## config.mk

```make
export PLATFORM = sky130hd
export DESIGN_NAME = substring_first_last_search_flat
export DESIGN_NICKNAME = d
export VERILOG_FILES = /design/src/design/sfls_pkg.sv /design/src/design/sfls_req_if.sv /design/src/design/sfls_rsp_if.sv /design/src/design/sfls_cell.sv /design/src/design/substring_first_last_search.sv /design/src/flat_wrapper.sv
export SDC_FILE = /design/constraint.sdc
export NUM_CORES = 1
export LEC_CHECK = 0
export BUFFER_PORTS_ARGS = -buffer_cell sky130_fd_sc_hd__buf_2
export CORE_MARGIN = 2
export CORE_UTILIZATION = 50
export CTS_CLUSTER_DIAMETER = 40
export DETAILED_ROUTE_END_ITERATION = 8
export PLACE_DENSITY = 0.67
export REMOVE_ABC_BUFFERS = 1
export SYNTH_ARGS = -nofsm -noshare
export SYNTH_HDL_FRONTEND = slang
export SYNTH_SLANG_ARGS = --single-unit
```

## constraint.sdc

```tcl
create_clock -name clk -period 7.3 [get_ports clk]
set_input_delay 0.365 -clock clk [delete_from_list [all_inputs] [get_ports clk]]
set_output_delay 0.365 -clock clk [all_outputs]
set_load 0.02 [all_outputs]
```

## src/design/sfls_pkg.sv

```systemverilog
// Shared types and constants for the substring first/last search block.
// No dependencies.
`timescale 1ns / 1ps

package sfls_pkg;

  localparam int POS_BITS = 16;

  typedef enum logic [1:0] {
    CMD_CLEAR  = 2'd0,
    CMD_APPEND = 2'd1,
    CMD_TEXT   = 2'd2,
    CMD_END    = 2'd3
  } cmd_t;

  typedef struct packed {
    logic pat_clear;
    logic pat_shift;
    logic txt_shift;
  } cell_ctrl_t;

endpackage

```

## src/design/sfls_req_if.sv

```systemverilog
// Request channel: command and character, valid/ready handshake.
// Depends on nothing.
`timescale 1ns / 1ps

interface sfls_req_if;
  logic       valid;
  logic       ready;
  logic [1:0] command;
  logic [7:0] ch;

  modport source (output valid, output command, output ch, input ready);
  modport sink (input valid, input command, input ch, output ready);
endinterface

```

## src/design/sfls_rsp_if.sv

```systemverilog
// Result channel: first/last match report, valid/ready handshake.
// Depends on sfls_pkg for the position width.
`timescale 1ns / 1ps

interface sfls_rsp_if;
  logic                          valid;
  logic                          ready;
  logic                          first_found;
  logic [sfls_pkg::POS_BITS-1:0] first_pos;
  logic                          last_found;
  logic [sfls_pkg::POS_BITS-1:0] last_pos;
  logic                          overflow;

  modport source (output valid, output first_found, output first_pos, output last_found,
                  output last_pos, output overflow, input ready);
  modport sink (input valid, input first_found, input first_pos, input last_found,
                input last_pos, input overflow, output ready);
endinterface

```

## src/design/sfls_cell.sv

```systemverilog
// One compare cell: holds a pattern char (reversed order), an active bit and a
// window char, shifts both to its neighbor, and registers a per-cell hit bit.
// Depends on sfls_pkg.
`timescale 1ns / 1ps

module sfls_cell #(
  parameter int CHAR_BITS = 8
) (
  input  logic                   clk,
  input  logic                   rst,
  input  sfls_pkg::cell_ctrl_t   ctrl,
  input  logic [CHAR_BITS-1:0]   pat_in,
  input  logic                   act_in,
  input  logic [CHAR_BITS-1:0]   txt_in,
  output logic [CHAR_BITS-1:0]   pat_out,
  output logic                   act_out,
  output logic [CHAR_BITS-1:0]   txt_out,
  output logic                   hit
);

  logic [CHAR_BITS-1:0] pat;
  logic                 act;
  logic [CHAR_BITS-1:0] txt;

  always_ff @(posedge clk) begin
    if (rst) begin
      act <= 1'b0;
    end else if (ctrl.pat_clear) begin
      act <= 1'b0;
    end else if (ctrl.pat_shift) begin
      act <= act_in;
    end
  end

  always_ff @(posedge clk) begin
    if (ctrl.pat_shift) begin
      pat <= pat_in;
    end
    if (ctrl.txt_shift) begin
      txt <= txt_in;
      hit <= !act || (pat == txt_in);
    end
  end

  assign pat_out = pat;
  assign act_out = act;
  assign txt_out = txt;

endmodule

```

## src/design/substring_first_last_search.sv

```systemverilog
// Substring first/last search in two register stages: compare cells, hit tracker.
// Throughput: one transaction per cycle unless an end of text waits on an unread result;
// each cell compares its window char on the shift. Reset (synchronous): empties pattern
// and text state, drops all valids; no clearing pass.
// Depends on sfls_pkg, sfls_req_if, sfls_rsp_if and sfls_cell.
`timescale 1ns / 1ps

module substring_first_last_search #(
  parameter int PATTERN_MAX = 16,
  parameter int INDEX_BITS  = 16,
  parameter int CHAR_BITS   = 8
) (
  input logic       clk,
  input logic       rst,
  sfls_req_if.sink  req,
  sfls_rsp_if.source rsp
);

  localparam int LEN_BITS = $clog2(PATTERN_MAX + 1);
  localparam int PB       = sfls_pkg::POS_BITS;
  localparam logic [INDEX_BITS-1:0] COUNT_MAX = '1;

  sfls_pkg::cmd_t       cmd;
  logic                 accept;
  logic [CHAR_BITS-1:0] ch_ext;
  sfls_pkg::cell_ctrl_t ctrl;

  logic [CHAR_BITS-1:0] pat_q [PATTERN_MAX];
  logic [CHAR_BITS-1:0] txt_q [PATTERN_MAX];
  logic [PATTERN_MAX-1:0] act_q;
  logic [PATTERN_MAX-1:0] hit_q;

  logic [LEN_BITS-1:0]   len;
  logic [INDEX_BITS-1:0] count;
  logic [INDEX_BITS-1:0] count_next;
  logic                  ovf;
  logic                  restart;

  logic                  s2_valid;
  sfls_pkg::cmd_t        s2_op;
  logic                  s2_cond;
  logic [PB-1:0]         s2_start;
  logic [PB-1:0]         s2_count;
  logic                  s2_ovf;
  logic                  s2_lenzero;
  logic                  s2_go;
  logic                  match;

  logic                  first_v;
  logic [PB-1:0]         first_p;
  logic                  last_v;
  logic [PB-1:0]         last_p;

  logic                  out_valid;
  logic                  out_first_found;
  logic [PB-1:0]         out_first_pos;
  logic                  out_last_found;
  logic [PB-1:0]         out_last_pos;
  logic                  out_overflow;

  assign cmd    = sfls_pkg::cmd_t'(req.command);
  assign ch_ext = CHAR_BITS'(req.ch);
  assign s2_go  = s2_valid && ((s2_op != sfls_pkg::CMD_END) || !out_valid || rsp.ready);
  assign req.ready = !s2_valid || s2_go;
  assign accept = req.valid && req.ready;
  assign restart = accept && ((cmd == sfls_pkg::CMD_CLEAR) || (cmd == sfls_pkg::CMD_APPEND));

  assign ctrl.pat_clear = accept && (cmd == sfls_pkg::CMD_CLEAR);
  assign ctrl.pat_shift = accept && (cmd == sfls_pkg::CMD_APPEND) && !act_q[PATTERN_MAX-1];
  assign ctrl.txt_shift = accept && (cmd == sfls_pkg::CMD_TEXT);

  // Cell j holds pattern[len-1-j] against window entry j (newest first).
  for (genvar j = 0; j < PATTERN_MAX; j++) begin : g_cell
    sfls_cell #(.CHAR_BITS(CHAR_BITS)) u_cell (
      .clk     (clk),
      .rst     (rst),
      .ctrl    (ctrl),
      .pat_in  ((j == 0) ? ch_ext : pat_q[(j == 0) ? 0 : j - 1]),
      .act_in  ((j == 0) ? 1'b1 : act_q[(j == 0) ? 0 : j - 1]),
      .txt_in  ((j == 0) ? ch_ext : txt_q[(j == 0) ? 0 : j - 1]),
      .pat_out (pat_q[j]),
      .act_out (act_q[j]),
      .txt_out (txt_q[j]),
      .hit     (hit_q[j])
    );
  end

  assign count_next = (count == COUNT_MAX) ? count : count + 1'b1;
  assign match      = &hit_q;

  // Stage 1: length, text counter, transaction handoff to the tracker.
  always_ff @(posedge clk) begin
    if (rst) begin
      len      <= '0;
      count    <= '0;
      ovf      <= 1'b0;
      s2_valid <= 1'b0;
    end else begin
      if (accept) begin
        s2_valid <= 1'b1;
      end else if (s2_go) begin
        s2_valid <= 1'b0;
      end
      if (ctrl.pat_clear) begin
        len <= '0;
      end else if (ctrl.pat_shift) begin
        len <= len + 1'b1;
      end
      if (accept) begin
        unique case (cmd)
          sfls_pkg::CMD_TEXT: begin
            count <= count_next;
            if (count == COUNT_MAX) begin
              ovf <= 1'b1;
            end
          end
          default: begin
            count <= '0;
            ovf   <= 1'b0;
          end
        endcase
      end
    end
  end

  always_ff @(posedge clk) begin
    if (accept) begin
      s2_op      <= cmd;
      s2_cond    <= (len != '0) && (count_next >= INDEX_BITS'(len));
      s2_start   <= PB'(count_next - INDEX_BITS'(len));
      s2_count   <= PB'(count);
      s2_ovf     <= ovf;
      s2_lenzero <= (len == '0);
    end
  end

  // Stage 2: hit tracker and result register.
  always_ff @(posedge clk) begin
    if (rst) begin
      first_v   <= 1'b0;
      last_v    <= 1'b0;
      out_valid <= 1'b0;
    end else begin
      if (s2_go && (s2_op == sfls_pkg::CMD_END)) begin
        out_valid <= 1'b1;
      end else if (rsp.ready) begin
        out_valid <= 1'b0;
      end
      if (s2_go) begin
        unique case (s2_op)
          sfls_pkg::CMD_TEXT: begin
            if (s2_cond && match) begin
              if (!first_v) begin
                first_v <= 1'b1;
                first_p <= s2_start;
              end
              last_v <= 1'b1;
              last_p <= s2_start;
            end
          end
          default: begin
            first_v <= 1'b0;
            last_v  <= 1'b0;
          end
        endcase
      end
    end
  end

  always_ff @(posedge clk) begin
    if (s2_go && (s2_op == sfls_pkg::CMD_END)) begin
      out_overflow <= s2_ovf;
      if (s2_lenzero) begin
        out_first_found <= 1'b1;
        out_first_pos   <= '0;
        out_last_found  <= 1'b1;
        out_last_pos    <= s2_count;
      end else begin
        out_first_found <= first_v;
        out_first_pos   <= first_v ? first_p : '0;
        out_last_found  <= last_v;
        out_last_pos    <= last_v ? last_p : '0;
      end
    end
  end

  assign rsp.valid       = out_valid;
  assign rsp.first_found = out_first_found;
  assign rsp.first_pos   = out_first_pos;
  assign rsp.last_found  = out_last_found;
  assign rsp.last_pos    = out_last_pos;
  assign rsp.overflow    = out_overflow;

  a_restart_clears: assert property (@(posedge clk) disable iff (rst)
    restart |=> (count == '0) && !ovf)
    else $error("text state not cleared on pattern change");

  a_len_matches_cells: assert property (@(posedge clk) disable iff (rst)
    $countones(act_q) == int'(len))
    else $error("pattern length disagrees with active cells");

  a_ovf_saturated: assert property (@(posedge clk) disable iff (rst)
    ovf |-> (count == COUNT_MAX))
    else $error("overflow flag without saturated count");

  a_result_source: assert property (@(posedge clk) disable iff (rst)
    $rose(out_valid) |-> $past(s2_valid && (s2_op == sfls_pkg::CMD_END)))
    else $error("result raised without end of text");

endmodule

```

## src/flat_wrapper.sv

```systemverilog
// flat-port wrapper written by rule: the top's interface ports become plain ports
module substring_first_last_search_flat 
#(
  parameter int PATTERN_MAX = 16,
  parameter int INDEX_BITS  = 16,
  parameter int CHAR_BITS   = 8
)
  (clk, rst, req_valid, req_command, req_ch, req_ready, rsp_valid, rsp_first_found, rsp_first_pos, rsp_last_found, rsp_last_pos, rsp_overflow, rsp_ready);
  sfls_req_if req_i ();
  sfls_rsp_if rsp_i ();
  input logic clk;
  input logic rst;
  input wire logic [$bits(req_i.valid)-1:0] req_valid;
  input wire logic [$bits(req_i.command)-1:0] req_command;
  input wire logic [$bits(req_i.ch)-1:0] req_ch;
  output wire logic [$bits(req_i.ready)-1:0] req_ready;
  output wire logic [$bits(rsp_i.valid)-1:0] rsp_valid;
  output wire logic [$bits(rsp_i.first_found)-1:0] rsp_first_found;
  output wire logic [$bits(rsp_i.first_pos)-1:0] rsp_first_pos;
  output wire logic [$bits(rsp_i.last_found)-1:0] rsp_last_found;
  output wire logic [$bits(rsp_i.last_pos)-1:0] rsp_last_pos;
  output wire logic [$bits(rsp_i.overflow)-1:0] rsp_overflow;
  input wire logic [$bits(rsp_i.ready)-1:0] rsp_ready;
  assign req_i.valid = req_valid;
  assign req_i.command = req_command;
  assign req_i.ch = req_ch;
  assign req_ready = req_i.ready;
  assign rsp_valid = rsp_i.valid;
  assign rsp_first_found = rsp_i.first_found;
  assign rsp_first_pos = rsp_i.first_pos;
  assign rsp_last_found = rsp_i.last_found;
  assign rsp_last_pos = rsp_i.last_pos;
  assign rsp_overflow = rsp_i.overflow;
  assign rsp_i.ready = rsp_ready;
  substring_first_last_search #(.PATTERN_MAX(PATTERN_MAX), .INDEX_BITS(INDEX_BITS), .CHAR_BITS(CHAR_BITS)) u_core (.clk(clk), .rst(rst), .req(req_i), .rsp(rsp_i));
endmodule
```

==> results of run 1 <==
==> worst max path at each step <==
stage / end / slack [ns] / cells past startpoint
CTS: u_core.s2_start[6] / 3.05 / 13
global placement: u_core.s2_start[6] / 3.19 / 13
global route: u_core.s2_start[6] / 2.62 / 13
detailed placement: u_core.s2_start[6] / 3.07 / 13
floorplan: u_core.len[3] / 2.18 / 8
finish: u_core.s2_start[6] / 3.00 / 13
==> layer usage <==
layer  up-vias  routed length, um
met3        43               1500
li1       3641                  -
met5         -                  0
met4         0                581
met2       215              12160
met1      3737              11200
==> area by class of cell <==
cell class                      instances  area, um2  share of cell area
Clock inverter                         27      291.5             0.01656
Inverter                               13      58.81            0.003341
Sequential cell                       408      11840              0.6727
Clock buffer                           57       1232             0.07001
Multi-Input combinational cell        475       3366              0.1912
Timing Repair Buffer                   59      317.8             0.01805
Tap cell                              396      495.5             0.02815
==> where the power goes <==
| part | total, mW | internal [mW] | switching (mW) |
|---|---|---|---|
| logic | 0.115 | 0.0413 | 0.0738 |
| registers | 2.63 | 2.59 | 0.0340 |
| clock network | 2.25 | 1.36 | 0.895 |
| total | 4.99 | 3.99 | 1.00 |
==> flip-flops by register name (all words and copies together) (netlist names), 2 cells and up <==
register                      count
u_core.s2_op                      2
u_core.s2_start                  16
u_core.s2_count                  16
u_core.first_p                   16
u_core.len                        5
u_core.count                     16
u_core.g_cell.u_cell.txt_out    120
u_core.rsp.first_pos             16
u_core.last_p                    16
u_core.g_cell.u_cell.act_out     16
u_core.rsp.last_pos              16
u_core.g_cell.u_cell.hit         16
u_core.g_cell.u_cell.pat_out    128
==> stage by stage <==
| step | area [um2] | power (mW) | util | cells | hold WS [ns] |
|---|---|---|---|---|---|
| floorplan | 15240 | 2.746 | - | 896 | 0.4003 |
| global placement | 16080 | 2.789 | 0.5284 | 1351 | 0.4309 |
| detailed placement | 16080 | 2.794 | 0.5284 | 1351 | 0.4327 |
| CTS | 17600 | 5.037 | 0.5785 | 1435 | 0.02277 |
| global route | 17600 | 5.146 | 0.5785 | 1435 | 0.03402 |
| finish | 17600 | 4.993 | 0.5785 | 1435 | 0.04742 |
==> cells by family (layout without fill, tap and decap cells) <==
logic type               after synthesis  in the layout  synth area share
flip-flops                           408            408            0.7704
AND/OR/NAND/NOR                      208            208           0.07669
XOR/XNOR                             155            155           0.08955
AO/OA/AOI/OAI                        100            100           0.04184
buffers and inverters                 40            156           0.01164
adder cells (fa/ha/maj)                9              9          0.007815
multiplexers                           3              3          0.002035
==> worst max-delay path, cell delays in order (launching register included) <==
cell and delay [ns]:
dfxtp_1 0.51, ha_1 0.45, nand3_1 0.28, or4_4 0.68, xnor2_1 0.18, ha_1 0.16, inv_1 0.06, fa_1 0.43
a21o_1 0.18, a21o_1 0.20, a21oi_1 0.48, a21oi_1 0.14, a21oi_1 0.17, xnor2_1 0.10
==> cells in the final DEF (no fill, tap or decap), types with 7 or more instances in the layout <==
master / Yosys / routed
edfxtp_1: 367 / 367
xnor2_1: 149 / 149
nand2_1: 53 / 53
buf_2: 8 / 50
clkbuf_16: 0 / 46
nand4_1: 45 / 45
dfxtp_1: 41 / 41
a21oi_1: 31 / 31
nor2_1: 30 / 30
o21ai_0: 25 / 25
and2_1: 18 / 18
a22o_1: 15 / 15
nand3_1: 14 / 14
inv_1: 13 / 11
a22oi_1: 9 / 9
buf_4: 3 / 9
ha_1: 8 / 8
nor3_1: 8 / 7
clkinv_2: 0 / 7
clkbuf_1: 14 / 7
==> flow_summary_export.csv, run 1 <==
group,metric,value,unit
drt,wl,25.44,mm
synthesis,post_synth_inst_count,923,
outcome,outcome,"finished, final reports clean",
synthesis,synth.area.top_cells,"edfxtp_1 72%, xnor2_1 8.5%, dfxtp_1 5.3%",
clocking,cts.sinks,408,
clocking,htreeDepth,2,
global_route,grt-ovfl-total,0,
critical_path,r2r_cells,13,
placed_design,pre_cts_ws,3.067,ns
placed_design,portBuffers,50,
synthesis,synth_ff_type,"edfxtp_1",
global_route,antenna_found_initial,0,
synthesis,synth_edf_count,367,
global_route,met3_usage,0.03159,
timing,hold_viol,0,
layout,fillCellCount,2328,
clocking,root_buffer,"clkbuf_16",
timing,final.setup_skew,0.01737,ns
timing,fmax,0.2326,GHz
synthesis,netlist_area,15370,um2
global_route,grt_pass1_wl,39.66,mm
global_route,grt.total_usage,0.1636,
clocking,ctsResizeCount,0,
layout,layout-drive-gt1-share,0.1492,
floorplan,io_pins,51,
drt,drt_first_pass_iters,5,
timing,max_slew_margin,0.2066,
critical_path,worstPathArrival,4.55,ns
layout,diodes,0,
drt,ant_nets,0,
clocking,clkLatencyLatePin,0.54,ns
synthesis,synth_commonest_cells,"367 x edfxtp_1, 149 x xnor2_1, 53 x nand2_1",
power,leakage,5.594,nW
drt,via_per_inst,5.321,
clocking,postCtsHoldBufs,0,
layout,nets,1026,
timing,rsz0062_at_grt,"no",
timing,period_needed,4.299,ns
global_route,grt_pass1_vias,7597,
min_path,whs_endpoint,"u_core.g_cell[0].u_cell.pat_out[2]",
clocking,cts_setup_buffers,0,
clocking,cts_tree,"yes",
synthesis,ys_ff_latch,408,
min_path,hold_path_depth,1,
flow_run,cap_viol_max_count,0,
timing,slew_violations,0,
global_route,grt_max_degree,100,
floorplan,die_y,179.3,um
critical_path,regToRegSetupSlack,3.00,ns
critical_path,start_kind,"flop",
floorplan,start_util,0.5051,
min_path,hp-class,"in -> reg",
synthesis,async_flop_share,0,
layout,syn_to_final_growth,14.53,%
global_route,grt_most_used_layer,"met2",
placed_design,hpwl,16.30,mm
synthesis,yosysMostFrequentCell,"edfxtp_1",
floorplan,rows,64,
clocking,cts_buffers,46,
timing,setup_viol,0,
synthesis,synth_cell_types,60,
placed_design,routabilityCongestion,0.8286,
power,peakVddDrop,0.0001826,V
critical_path,rr_endpoint,"u_core.s2_start[6]",
min_path,hp-start,"req_ch[2]",
floorplan,dieArea,32160,um2
synthesis,ys_seq_area_frac,0.7704,
synthesis,synth_top_area_cell,"edfxtp_1",
critical_path,cp_max_fo,11,
clocking,clockBufferDepth,3,
critical_path,critical_path_class,"reg -> reg",
timing,fin_ws,3.001,ns
drt,drc_errors,0,
synthesis,avgSynthCellArea,16.65,um2
power,power_per_cell_area,283.7,nW/um2
global_route,grt_util_met1,0.2259,
critical_path,critPathCaptureType,"flop",
drt,drtIter0Drc,522,
critical_path,crit_required,7.55,ns
timing,setup_tns,0,ns
critical_path,setup.worst_path.start,"u_core.count[0]",
synthesis,yosysTopAreaCellShare,0.7170,
timing,tightest_slew,1.178,ns
global_route,use_met2,0.2629,
critical_path,reg2reg_from,"u_core.count[0]",
floorplan,coreArea,30430,um2
floorplan,die_x,179.3,um
drt,dr_total_vias,7636,
synthesis,yosysWarnings,0,
clocking,path_clk_slew,0.06,ns
timing,finalCritPeriodShare,0.5889,
drt,drt-wirelength-per-cell,17.73,um
(Power assumes the default switching activity.)
==> inputs of run 2 (changes only) <==
PLACE_DENSITY = 0.7   (was 0.67)
clock period = 3.5 ns   (was 7.3 ns; I/O delays follow)
==> flow_summary_export.csv, run 2 (same netlist as run 1, synthesis figures left out) <==
group,metric,value,unit
timing,setup_viol,0,
global_route,grt-ovfl-total,0,
clocking,clkLatencyLatePin,0.54,ns
clocking,path_clk_slew,0.06,ns
power,power_per_cell_area,577.8,nW/um2
floorplan,dieArea,32160,um2
clocking,htreeDepth,2,
critical_path,cp_max_fo,10,
placed_design,pre_cts_ws,0.2325,ns
timing,tightest_slew,0.8531,ns
critical_path,worstPathArrival,3.58,ns
layout,largest_reg_flops,128,
layout,most-common-layout-cells,"367 x edfxtp_1, 149 x xnor2_1, 53 x nand2_1",
critical_path,critical_path_class,"reg -> reg",
layout,fin_area,17980,um2
layout,final_common_cell,"edfxtp_1",
timing,final.setup_skew,0.02238,ns
power,internal_power,8.300,mW
timing,slew_violations,0,
drt,drtIter0Drc,633,
drt,via_per_inst,5.274,
power,share_comb_of_total_power,0.026,
placed_design,routabilityCongestion,0.8977,
placed_design,dpl.cell_count,1380,
flow_run,cap_viol_max_count,0,
power,clock_power_share,0.447,
layout,diodes,0,
power,power_switching,2.086,mW
timing,fmax,0.3027,GHz
drt,wl,26.00,mm
layout,layout-drive-gt1-share,0.1688,
timing,fin_ws,0.1965,ns
min_path,hp-class,"in -> reg",
floorplan,coreArea,30430,um2
timing,finalCritPeriodShare,0.9439,
global_route,antenna_found_initial,0,
drt,ant_nets,0,
clocking,clockBufferDepth,3,
layout,syn_to_final_growth,16.96,%
drt,dr_total_vias,7774,
timing,period_needed,3.304,ns
critical_path,crit_required,3.78,ns
clocking,cts.sinks,408,
global_route,grt_max_degree,61,
drt,drc_errors,0,
clocking,cts_tree,"yes",
outcome,outcome,"finished, final reports clean",
floorplan,io_pins,51,
placed_design,placed_area,16360,um2
timing,rsz0062_at_grt,"no",
critical_path,start_kind,"flop",
floorplan,start_util,0.5051,
floorplan,die_y,179.3,um
critical_path,critPathCaptureType,"flop",
clocking,root_buffer,"clkbuf_16",
layout,final_cell_count_no_fill,1474,
power,p_total,10.39,mW
power,leakage,5.798,nW
global_route,grt.total_usage,0.1646,
floorplan,rows,64,
drt,drt-wirelength-per-cell,17.64,um
timing,hold_viol,0,
power,seqPwrFrac,0.527,
global_route,grt_pass1_vias,7587,
power,swShare,0.2008,
timing,max_slew_margin,0.4307,
placed_design,portBuffers,50,
clocking,cts_setup_buffers,0,
global_route,grt_pass1_wl,40.32,mm
floorplan,die_x,179.3,um
placed_design,hpwl,17.00,mm
layout,nets,1065,
power,peakVddDrop,0.0004106,V
clocking,cts_buffers,44,
drt,drt_first_pass_iters,5,
-- run 2: cell count changes in the layout (fill, tap and decap cells not counted), sizes merged --
cell / delta
buf: +29
bufinv: +1
clkbuf: -4
clkinv: +1
clkinvlp: -1
dlygate4sd3: +12
inv: +1
-- run 2: area by class of cell --
| type | count | area (um2) |
|---|---|---|
| tap | 396 | 495.5 |
| clock inverter | 29 | 331.6 |
| multi-input combinational | 475 | 3366 |
| clock buffer | 53 | 1165 |
| inverter | 13 | 58.81 |
| fill | 2257 | 12450 |
| sequential | 408 | 11840 |
| timing repair buffer | 100 | 718.2 |
-- run 2: what timing repair did --
action / 4_1_cts / 5_1_grt
hold buffers: 12 / 0
gates resized for setup: 0 / 0
endpoints found under the hold margin: 20 / 0
-- run 2: worst max-delay path: stages (launching register included) --
cell and delay (ns):
dfxtp_1 0.50, nand4_2 0.17, or4_4 0.52, buf_4 0.19
nand2_1 0.07, nand2_1 0.11, fa_1 0.48, a21o_1 0.18
a21o_1 0.19, a21oi_1 0.14, buf_4 0.16, nor4bb_4 0.21
xnor2_1 0.09
-- run 2: worst paths after layout --
| check | endpoint | slack (ns) | cells after the start | startpoint |
|---|---|---|---|---|
| worst max-delay path | u_core.s2_start[14] | 0.20 | 12 | u_core.count[10] |
| worst min-delay path | u_core.count[12] | 0.12 | 2 | rst |
| worst max register to register | u_core.s2_start[14] | 0.20 | 12 | u_core.count[10] |
| worst min register to register | u_core.rsp.overflow | 0.43 | 0 | u_core.s2_ovf |
-- run 2: per-layer routing --
layer | share of wire | track usage | routed length [um] | vias up
met4 | 0.019 | 0.04435 | 491 | 0
li1 | - | - | - | 3724
met1 | 0.45 | 0.2367 | 11770 | 3816
met5 | 0 | 0 | 0 | -
met2 | 0.47 | 0.2583 | 12290 | 193
met3 | 0.056 | 0.03287 | 1445 | 41
-- run 2: power by group through the flow --
stage | Clock [mW] | Sequential, mW | Combinational [mW]
floorplan | 0 | 5.58 | 0.151
global placement | 0 | 5.57 | 0.261
detailed placement | 0 | 5.58 | 0.265
CTS | 4.72 | 5.47 | 0.276
global route | 4.91 | 5.48 | 0.299
finish | 4.64 | 5.48 | 0.271
-- run 2: stage by stage --
| step | utilization | setup TNS [ns] | hold slack [ns] |
|---|---|---|---|
| finish | 0.5907 | 0 | 0.1185 |
| floorplan | - | -362.83 | 0.2441 |
| detailed placement | 0.5376 | 0 | 0.3915 |
| global route | 0.5907 | 0 | 0.1324 |
| global placement | 0.5376 | 0 | 0.3888 |
| CTS | 0.5907 | 0 | 0.1147 |
